<file path="src/rtl/own_pkg.sv">
// package for the overlap weight normalizer: request/result structs, op and register codes,
// fixed-point constants and divider handshake structs. no dependencies.

package own_pkg;

    // default store depth, one entry per vertex
    localparam int NUM_VERTICES_DEF = 16384;

    // fixed field widths
    localparam int VIDX_W  = 14;
    localparam int DIST_W  = 16;
    localparam int WGT_W   = 17;
    localparam int SUM_W   = 32;
    localparam int CFG_W   = 16;
    localparam int CFG_IDX_W = 1;

    // divider: dividend and quotient widths, step counter width
    localparam int DVD_W   = 33;
    localparam int DIV_Q_W = 18;
    localparam int DIV_CNT_W = $clog2(DIV_Q_W + 1);

    // fixed-point constants
    localparam logic [WGT_W-1:0] ONE_Q16 = 17'h10000;
    localparam logic [SUM_W-1:0] SUM_MAX = 32'hFFFF_FFFF;

    // op codes
    localparam logic [1:0] OP_ACC   = 2'd0;
    localparam logic [1:0] OP_EMIT  = 2'd1;
    localparam logic [1:0] OP_CLEAR = 2'd2;
    localparam logic [1:0] OP_NONE  = 2'd3;

    // configuration register indexes
    localparam logic [CFG_IDX_W-1:0] CFG_DISTANCE_MODE = 1'd0;
    localparam logic [CFG_IDX_W-1:0] CFG_RADIUS        = 1'd1;

    typedef struct packed {
        logic [1:0]        op;
        logic [VIDX_W-1:0] vertex_index;
        logic [DIST_W-1:0] distance;
        logic              searchlight_end;
    } item_t;

    typedef struct packed {
        logic [WGT_W-1:0] norm_weight;
        logic             zero_sum;
        logic             run_end;
    } result_t;

    typedef struct packed {
        logic             start;
        logic [DVD_W-1:0] dividend;
        logic [SUM_W-1:0] divisor;
    } div_req_t;

    typedef struct packed {
        logic               busy;
        logic               done;
        logic               over;
        logic [DIV_Q_W-1:0] quotient;
    } div_rsp_t;

endpackage

</file>
<file path="src/rtl/own_div.sv">
// radix-2 restoring divider, one quotient bit per cycle, shared by both divisions.
// depends on own_pkg for the request/response structs and widths.

module own_div
    import own_pkg::*;
(
    input  logic     clk,
    input  logic     rst_n,
    input  div_req_t req,
    output div_rsp_t rsp
);

    logic                 busy_reg;
    logic                 done_reg;
    logic                 over_reg;
    logic [DIV_CNT_W-1:0] cnt_reg;
    logic [SUM_W-1:0]     rem_reg;
    logic [DIV_Q_W-1:0]   dvd_reg;
    logic [DIV_Q_W-1:0]   q_reg;
    logic [SUM_W-1:0]     dsr_reg;

    logic [SUM_W:0]       trial;
    logic [SUM_W:0]       diff;
    logic                 fits;

    // one shift-subtract step
    always_comb
    begin
        trial = {rem_reg, dvd_reg[DIV_Q_W-1]};
        diff  = trial - {1'b0, dsr_reg};
        fits  = (trial >= {1'b0, dsr_reg});
    end

    // control: start loads the upper dividend bits, then one step per cycle
    always_ff @(posedge clk or negedge rst_n)
    begin
        if (!rst_n)
        begin
            busy_reg <= 1'b0;
            done_reg <= 1'b0;
            cnt_reg  <= '0;
        end
        else
        begin
            if (req.start && !busy_reg)
            begin
                busy_reg <= 1'b1;
                done_reg <= 1'b0;
                cnt_reg  <= DIV_CNT_W'(DIV_Q_W);
            end
            else if (busy_reg)
            begin
                cnt_reg  <= cnt_reg - 1'b1;
                done_reg <= (cnt_reg == DIV_CNT_W'(1));
                if (cnt_reg == DIV_CNT_W'(1))
                begin
                    busy_reg <= 1'b0;
                end
            end
            else
            begin
                done_reg <= 1'b0;
            end
        end
    end

    // datapath: quotient above DIV_Q_W bits is flagged as over
    always_ff @(posedge clk)
    begin
        if (req.start && !busy_reg)
        begin
            over_reg <= ({{(SUM_W - (DVD_W - DIV_Q_W)){1'b0}}, req.dividend[DVD_W-1:DIV_Q_W]}
                         >= req.divisor);
            rem_reg  <= {{(SUM_W - (DVD_W - DIV_Q_W)){1'b0}}, req.dividend[DVD_W-1:DIV_Q_W]};
            dvd_reg  <= req.dividend[DIV_Q_W-1:0];
            dsr_reg  <= req.divisor;
            q_reg    <= '0;
        end
        else if (busy_reg)
        begin
            rem_reg <= fits ? diff[SUM_W-1:0] : trial[SUM_W-1:0];
            dvd_reg <= {dvd_reg[DIV_Q_W-2:0], 1'b0};
            q_reg   <= {q_reg[DIV_Q_W-2:0], fits};
        end
    end

    assign rsp.busy     = busy_reg;
    assign rsp.done     = done_reg;
    assign rsp.over     = over_reg;
    assign rsp.quotient = q_reg;

endmodule

</file>
<file path="config.mk">
export PLATFORM = sky130hd
export DESIGN_NAME = own_div
export DESIGN_NICKNAME = d
export VERILOG_FILES = /design/src/rtl/own_pkg.sv /design/src/rtl/own_div.sv
export SDC_FILE = /design/constraint.sdc
export NUM_CORES = 1
export LEC_CHECK = 0
export ABC_AREA = 0
export BUFFER_PORTS_ARGS = -buffer_cell sky130_fd_sc_hd__buf_2
export CAP_MARGIN = 20
export CELL_PAD_IN_SITES_DETAIL_PLACEMENT = 0
export CELL_PAD_IN_SITES_GLOBAL_PLACEMENT = 2
export CORE_ASPECT_RATIO = 1.75
export CORE_MARGIN = 2
export CORE_UTILIZATION = 39
export CTS_BUF_LIST = sky130_fd_sc_hd__clkbuf_8 sky130_fd_sc_hd__clkbuf_16
export CTS_CLUSTER_SIZE = 25
export DETAILED_ROUTE_END_ITERATION = 16
export HOLD_SLACK_MARGIN = 0.1
export PLACE_DENSITY = 0.93
export SYNTH_ARGS = -nofsm -noshare
export SYNTH_HDL_FRONTEND = slang
export SYNTH_SLANG_ARGS = --single-unit
</file>
<file path="constraint.sdc">
create_clock -name clk -period 4.6 [get_ports clk]
set_input_delay 1.38 -clock clk [delete_from_list [all_inputs] [get_ports clk]]
set_output_delay 1.38 -clock clk [all_outputs]
set_load 0.02 [all_outputs]
</file>
After elaboration in Yosys (flattened, before gate mapping). Cells that the tools add are included.

Register bits: 108. Bits in latches: 0. Memory bits (writable): 0. ROM bits: 0. Input bits: 68. Output and inout port bits: 21. Word-level logic and storage cells: 29. Memories kept: 0.

$add $sub $neg: 2. Multiply operators: 0. Divide/modulo/power cells: 0. Order comparisons: 2. Equality and inequality tests: 1. Shift operators: 0. Multiplexer cells: 12. Bitwise operators: 0. Reduce and logical (&&, ||, !) cells: 3.

Operators by type and width (number): 18-bit two-way mux (2); 33-bit by 32-bit >= comparator with 1-bit output (1); 15-bit by 32-bit >= comparator with 1-bit output (1); 32-bit two-way mux (1); 32-bit subtractor (1); 15-bit two-way mux (2); 5-bit two-way mux (2); 5-bit by 1-bit equality test with 1-bit output (second input constant) (1); 1-bit two-way mux (5); 5-bit by 1-bit subtractor with 5-bit output (second input constant) (1); 2-bit nonzero test (1); 1-bit logical AND (1); 1-bit zero test (1).

Depth between registers and ports, before layout. Gate-level depths: netlist (run 1).

Depth after elaboration: 4. Depth in mapped cells: 16. Depth with buffers taken out: 13.

Worst setup path after synthesis (run 1). OpenSTA, ideal clock, no wires.

Path type: input to register. From: input port req[50] in the netlist's numbering. To: register over_reg (data pin). Arrival time: 2.967 ns. Data required time: 4.341 ns. Setup slack: 1.375 ns. Stages on the path: 12. Path buffers: 0. Path through: inv_1 ha_1 nand2b_1 a21o_1 a21o_1 a21oi_1 nor2b_1 o211ai_1 a21oi_1 o31a_1 o21ai_0 a21oi_1.

Cells in the longest elaborated chain, start to end: 1.

RTL lines: start: declaration (line own_div.sv:9) `input div_req_t req,`; 15-bit by 32-bit >= comparator with 1-bit output (line own_div.sv:73) `>= req.divisor);`; end signal: assignment (line own_div.sv:72) `over_reg <= ({{(SUM_W - (DVD_W - DIV_Q_W)){1'b0}}, req.dividend[DVD_W-1:DIV_Q_W]}`; end: declaration (line own_div.sv:15) `logic over_reg;`.

Every way passes these cells. A chain may end at the register's enable or synchronous reset.

Final worst setup path (run 1).
From: register rem_reg[5]. To: register rem_reg[16].

Cells in the longest elaborated chain, start to end: 2.

RTL lines: start: declaration (line own_div.sv:17) `logic [SUM_W-1:0] rem_reg;`; start signal: assignment (line own_div.sv:74) `rem_reg <= {{(SUM_W - (DVD_W - DIV_Q_W)){1'b0}}, req.dividend[DVD_W-1:DIV_Q_W]};`; start signal: assignment (line own_div.sv:81) `rem_reg <= fits ? diff[SUM_W-1:0] : trial[SUM_W-1:0];`; 32-bit subtractor / 33-bit by 32-bit >= comparator with 1-bit output (equally long branches) (line own_div.sv:30, own_div.sv:31); 32-bit two-way mux (*) (line own_div.sv:81).

Every way passes the cells marked *; elsewhere a longest branch is shown, timed or not.

==> results of run 1 <==
[layer usage]
metal / wire length (um) / vias to the layer above / part of all wire
li1: - / 2622 / -
met1: 5713 / 2432 / 0.36
met2: 8976 / 87 / 0.57
met3: 332 / 29 / 0.021
met4: 657 / 0 / 0.042
met5: 0 / - / 0
[stage by stage]
stage	utilization	hold WS [ns]	std cells	worst slack [ns]	power, W
floorplan	-	0.4373	709	1.375	0.003785
global placement	0.4306	0.4542	961	0.9321	0.004386
detailed placement	0.4306	0.4620	961	0.8669	0.004455
CTS	0.4492	0.4748	977	1.094	0.005274
global route	0.4492	0.5150	977	0.9550	0.005660
finish	0.4492	0.4759	977	1.126	0.005228
[final cells by class]
| type | count | area share |
|---|---|---|
| tap | 192 | 0.03283 |
| sequential | 108 | 0.3905 |
| multi-input combinational | 505 | 0.4358 |
| inverter | 63 | 0.03231 |
| clock inverter | 7 | 0.01077 |
| clock buffer | 9 | 0.03077 |
| timing repair buffer | 93 | 0.06702 |
[cells in the final DEF, fill, tap and decap left out, types with 5 or more instances in the layout]
master | synthesis | final
nor3_1 | 8 | 8
nor2_1 | 40 | 40
edfxtp_1 | 66 | 66
ha_1 | 49 | 49
nand2_1 | 116 | 116
xor2_1 | 14 | 14
dfxtp_1 | 35 | 35
and3_1 | 5 | 5
nand2b_1 | 22 | 22
o21a_1 | 7 | 7
o31ai_1 | 5 | 5
nand4_1 | 7 | 7
a22o_1 | 5 | 5
a21o_1 | 20 | 20
buf_2 | 4 | 88
a21oi_1 | 56 | 56
o211ai_1 | 7 | 7
nor2b_1 | 8 | 8
xnor2_1 | 15 | 15
clkbuf_16 | 0 | 9
dfrtp_1 | 7 | 7
nand3_1 | 5 | 5
o21ai_0 | 57 | 57
mux2i_1 | 6 | 6
inv_1 | 63 | 62
[worst register-to-register path, delay by kind of cell, from the launching register on]
family                   cells  cell delay, ns
multiplexers                 1            0.36
flip-flops                   1            0.40
AO/OA/AOI/OAI                7            1.75
buffers and inverters        1            0.28
AND/OR/NAND/NOR              1            0.22
adder cells (fa/ha/maj)      1            0.38
[cells by family (layout without fill, tap and decap cells)]
kind of cell             Yosys count  after routing
AO/OA/AOI/OAI                    189            189
XOR/XNOR                          29             29
adder cells (fa/ha/maj)           50             50
buffers and inverters             96            172
flip-flops                       108            108
multiplexers                       9              9
AND/OR/NAND/NOR                  228            228
[worst paths after layout]
kind / startpoint / end / slack [ns]
worst max-delay path: rem_reg[5] / rem_reg[16] / 1.13
worst min-delay path: q_reg[0] / q_reg[0] / 0.48
worst max register to register: rem_reg[5] / rem_reg[16] / 1.13
worst min register to register: q_reg[0] / q_reg[0] / 0.48
max in group asynchronous: rst_n / cnt_reg[4] / 3.61
min in group asynchronous: rst_n / cnt_reg[2] / 0.84
[report_power, final]
part | total [W] | internal (W) | switching (W)
Sequential | 0.00169 | 0.00148 | 0.000214
Combinational | 0.00273 | 0.00114 | 0.00159
Clock | 0.000804 | 0.000389 | 0.000415
==> flow_metrics.tcl, run 1 <==
set metrics [dict create \
    layout-drive-gt1-share 0.1490 \
    slew_headroom 0.2990 \
    synth_compound_area_frac 0.1823 \
    grt_pass1_wl_um 25450 \
    gp_congestion 0.8969 \
    clk_pin_slew_ns 0.09 \
    synth_seq_area_share 0.4435 \
    powerDensity_nw_per_um2 714.4 \
    busiest_layer "met2" \
    cts-root-buf "clkbuf_16" \
    synth_commonest_cells "116 x nand2_1, 66 x edfxtp_1, 63 x inv_1" \
    cp-end-kind "flip-flop" \
    grt_pass1_vias 5493 \
    coreArea_um2 16290 \
    ctsHoldBuffers 0 \
    syn-instance-count 709 \
    via_per_inst 5.292 \
    critPathTopFamily "compound AO/OA/AOI/OAI gates" \
    synth_top_area_share 0.3076 \
    cp_num_cells 11 \
    wl_per_cell_um 16.05 \
    cts_buffer_depth 2 \
    clk_latency_ns 0.36 \
    ant_nets 0 \
    diodes 0 \
    grt_use_total 0.1830 \
    die_x_um 101.2 \
    worst_pin_slew_ns 1.051 \
    io_pins 89 \
    grt_use_met2 0.3573 \
    drc 0 \
    antenna_found_initial 0 \
    synth-xor-area-share 0.03942 \
    cts_buffers 9 \
    start_util 0.3955 \
    synth_top_family_by_area "compound AO/OA/AOI/OAI gates" \
    synth-edff-count 66 \
    period_needed_ns 3.474 \
    grt_max_degree 64 \
    area_growth_pct 13.57 \
    synth_nets 827 \
    place_area_um2 7014 \
    synth-adder-area-share 0.09825 \
    required_ns 4.86 \
    crit_fanout 43 \
    cp_slowest_cell "a21bo_1" \
    synth.yosys.warnings 0 \
    multi_input_area_um2 3189 \
    nNetsFinal 898 \
    nFillCells 1641 \
    ys_top_cells_by_area "edfxtp_1 31%, dfxtp_1 11%, ha_1 9.5%" \
    crit_arrival_ns 3.74 \
    rsz0062_at_grt "false" \
    via_count 5170 \
    cts.sinks 108 \
    dr.pass1.iters 5 \
    yosysMostFrequentCell "nand2_1" \
    fmax_mhz 287.8 \
    async_reset_ff_frac 0.06481 \
    port_buffers 88 \
    grt.overflow.total 0 \
    hold_viol 0 \
    synthSimpleGateAreaFrac 0.1604 \
    rows 62 \
    htreeDepth 3 \
    max_cap_violations 0 \
    seq_area_um2 2858 \
    drv_slew 0 \
    wirelength_um 15680 \
    ir_drop_mv 0.2429 \
    drt_iter0_markers 158 \
    p_leak_nw 3.400 \
    die_h_um 174.0 \
    period_share 0.7552 \
    max_stage_delay_ns 0.45 \
    syn-cell-area_um2 6444 \
    status "finished, final reports clean" \
    worstSetupPathType "flip-flop to flip-flop" \
    gr-usage-met3 0.02774 \
    hold_depth 2 \
    cp-start-kind "flip-flop" \
    yosysUniqueCellTypes 62 \
    grt_util_met1 0.1801 \
    ys_ff_latch 108 \
    cts_resized 0 \
    finalSetupViolCount 0 \
    finalSetupTns_ns 0 \
    timing.critical_path.cells "ha_1, and3_1, o211ai_1, a211oi_2, o31ai_1, a21o_1, o41ai_4, a21bo_1, buf_12, mux2_2, a22o_1" \
    synth_mux_area_frac 0.01456 \
    crit_buf_inv 1 \
    dp_hpwl_um 12000 \
    hold_path_class "flip-flop to flip-flop" \
    r2r_cells 11 \
    cts_setup_buffers 0 \
    yosysTopAreaCell "edfxtp_1" \
    skew_ns 0.01375 \
    cts_tree "done" \
    final_area_um2 7318 \
    synth_ff_type "edfxtp_1" \
    avgSynthCellArea_um2 9.088 \
    die-area_um2 17610 \
]
No activity file was read; power rests on OpenSTA's default activity.
==> run 2, diff against run 1 <==
Settings changed: CORE_UTILIZATION 39 to 32, PLACE_DENSITY 0.93 to 0.82.
Clock period 4.6 ns to 2.92 ns, I/O delays scaled along.
==> run 2 against run 1 <==
  * Die area increased by 21%
  * Routed wire length increased by 5.9%
  * Flip-flop and latch count is the same
  * Critical path depth did not move
  * Via count grew 2.3%
  * Clock skew up 0.0022 ns
  * Cell count increased by 11%
  * Clock-buffer cell count up 2
  * Final area is 9.8% higher
==> flow_metrics.tcl, run 2 (synthesis results as in run 1) <==
set metrics [dict create \
    place_area_um2 7470 \
    grt_use_total 0.1614 \
    final_cell_mix "116 x nand2_1, 88 x buf_2, 66 x edfxtp_1, 65 x inv_1, 52 x a21oi_1" \
    ir_drop_mv 0.4979 \
    grt.overflow.total 0 \
    die-area_um2 21330 \
    routed.top_layer "met4" \
    finalSetupViolCount 0 \
    final_area_um2 8035 \
    cts_buffers 9 \
    powerDensity_nw_per_um2 1151 \
    max_cap_violations 0 \
    required_ns 3.18 \
    start_util 0.3264 \
    cp_slowest_cell "edfxtp_1" \
    rsz0062_at_grt "true" \
    m1WireLength_um 6276 \
    via_per_inst 4.874 \
    drc 0 \
    period_share 0.9777 \
    period_needed_ns 2.855 \
    ctsHoldBuffers 0 \
    fin_hold_ws_ns 0.3292 \
    port_buffers 88 \
    slew_headroom 0.5593 \
    r2r_end "rem_reg[16]" \
    wl_met3_um 381 \
    p_leak_nw 3.739 \
    crit_arrival_ns 3.12 \
    grt_pass1_wl_um 27190 \
    hold_path_class "primary input to async pin" \
    htreeDepth 3 \
    final_common_cell "nand2_1" \
    cts_buffer_depth 2 \
    worst_pin_slew_ns 0.6561 \
    grt_pass1_vias 5555 \
    gp_congestion 0.8312 \
    die_h_um 191.7 \
    r2r_cells 11 \
    status "finished, final reports clean" \
    diodes 0 \
    dr.pass1.iters 4 \
    coreArea_um2 19740 \
    route.met2.wl_um 9579 \
    io_pins 89 \
    cts_tree "done" \
    wl_per_cell_um 15.30 \
    reg2reg_slack_ns 0.07 \
    drt_iter0_markers 254 \
    reg2reg_from "rem_reg[0]" \
    drv_slew 0 \
    area_growth_pct 24.70 \
    via_count 5288 \
    antenna_found_initial 0 \
    max_stage_delay_ns 0.45 \
    cts.sinks 108 \
    clk_pin_slew_ns 0.07 \
    hold_viol 0 \
    ant_nets 0 \
    clk_latency_ns 0.37 \
    cp-end-kind "flip-flop" \
    dp_hpwl_um 12650 \
    wirelength_um 16600 \
    cts-root-buf "clkbuf_16" \
    worstSetupPathType "flip-flop to flip-flop" \
    die_x_um 111.3 \
    rows 68 \
    nNetsFinal 953 \
    grt_max_degree 47 \
    layout-drive-gt1-share 0.2274 \
    skew_ns 0.01596 \
    timing.critical_path.cells "ha_4, nor2b_4, o211ai_1, a211oi_2, o31ai_2, a21o_1, o41ai_4, a21bo_4, buf_12, mux2_4, a22o_1" \
    cp-start-kind "flip-flop" \
    fmax_mhz 350.3 \
    crit_fanout 5 \
]
-- run 2: through the flow --
step	setup WS, ns	total power, W	util	cells	setup TNS, ns
finish	0.06517	0.009252	0.4071	1085	0
global route	-0.1072	0.01003	0.4071	1085	-1.278
CTS	-0.02083	0.009132	0.4011	1080	-0.04624
detailed placement	-0.3417	0.007527	0.3784	1062	-2.177
global placement	-0.2937	0.007489	0.3784	1062	-1.397
floorplan	0.1316	0.005963	-	709	0
-- run 2: layer usage --
layer	GRT usage	vias to the layer above
met5	0	-
met4	0.06458	0
met3	0.02304	17
met2	0.3295	68
met1	0.1602	2477
li1	-	2726
-- run 2: layout make-up --
class | count | area (um2)
inverters | 63 | 236.5
clock inverters | 5 | 50.05
repair buffers | 148 | 975.9
multi-input cells | 505 | 3332
flip-flops and latches | 108 | 2859
well taps | 245 | 306.5
clock buffers | 11 | 275.3
fillers | 2082 | 11700
-- run 2: how the worst max path moves through the flow --
| stage | startpoint | end | slack (ns) | depth (start not counted) |
|---|---|---|---|---|
| 3_5_place_dp | req[50] | over_reg | -0.34 | 13 |
| 5_1_grt | rem_reg[0] | rem_reg[5] | -0.11 | 12 |
| 2_1_floorplan | rem_reg[5] | rem_reg[5] | 0.13 | 13 |
| 3_3_place_gp | req[0] | over_reg | -0.29 | 12 |
| 6_report | rem_reg[0] | rem_reg[16] | 0.07 | 11 |
| 4_1_cts | rem_reg[0] | rem_reg[13] | -0.02 | 12 |
-- run 2: timing repair --
action                                  4_1_cts  5_1_grt
gates resized for setup                      18       24
cloned                                        1        0
pin swaps                                     5        9
setup buffers                                 1        5
endpoints found under the setup margin       27       34
-- run 2: worst max-delay path: cells and delay by family, from the launching register on --
kind                       cells  cell delay (ns)
AOI/OAI and AO/OA              7             1.45
DFF                            1             0.45
adders and majority gates      1             0.30
muxes                          1             0.29
and+or+nand+nor                1             0.14
buffers and inverters          1             0.14
-- run 2: report_power, final --
part	total [W]	internal, W	leakage [nW]	switching (W)
logic	0.00519	0.00250	2.53	0.00270
clock network	0.00135	0.000764	0.170	0.000583
registers	0.00271	0.00233	1.04	0.000382
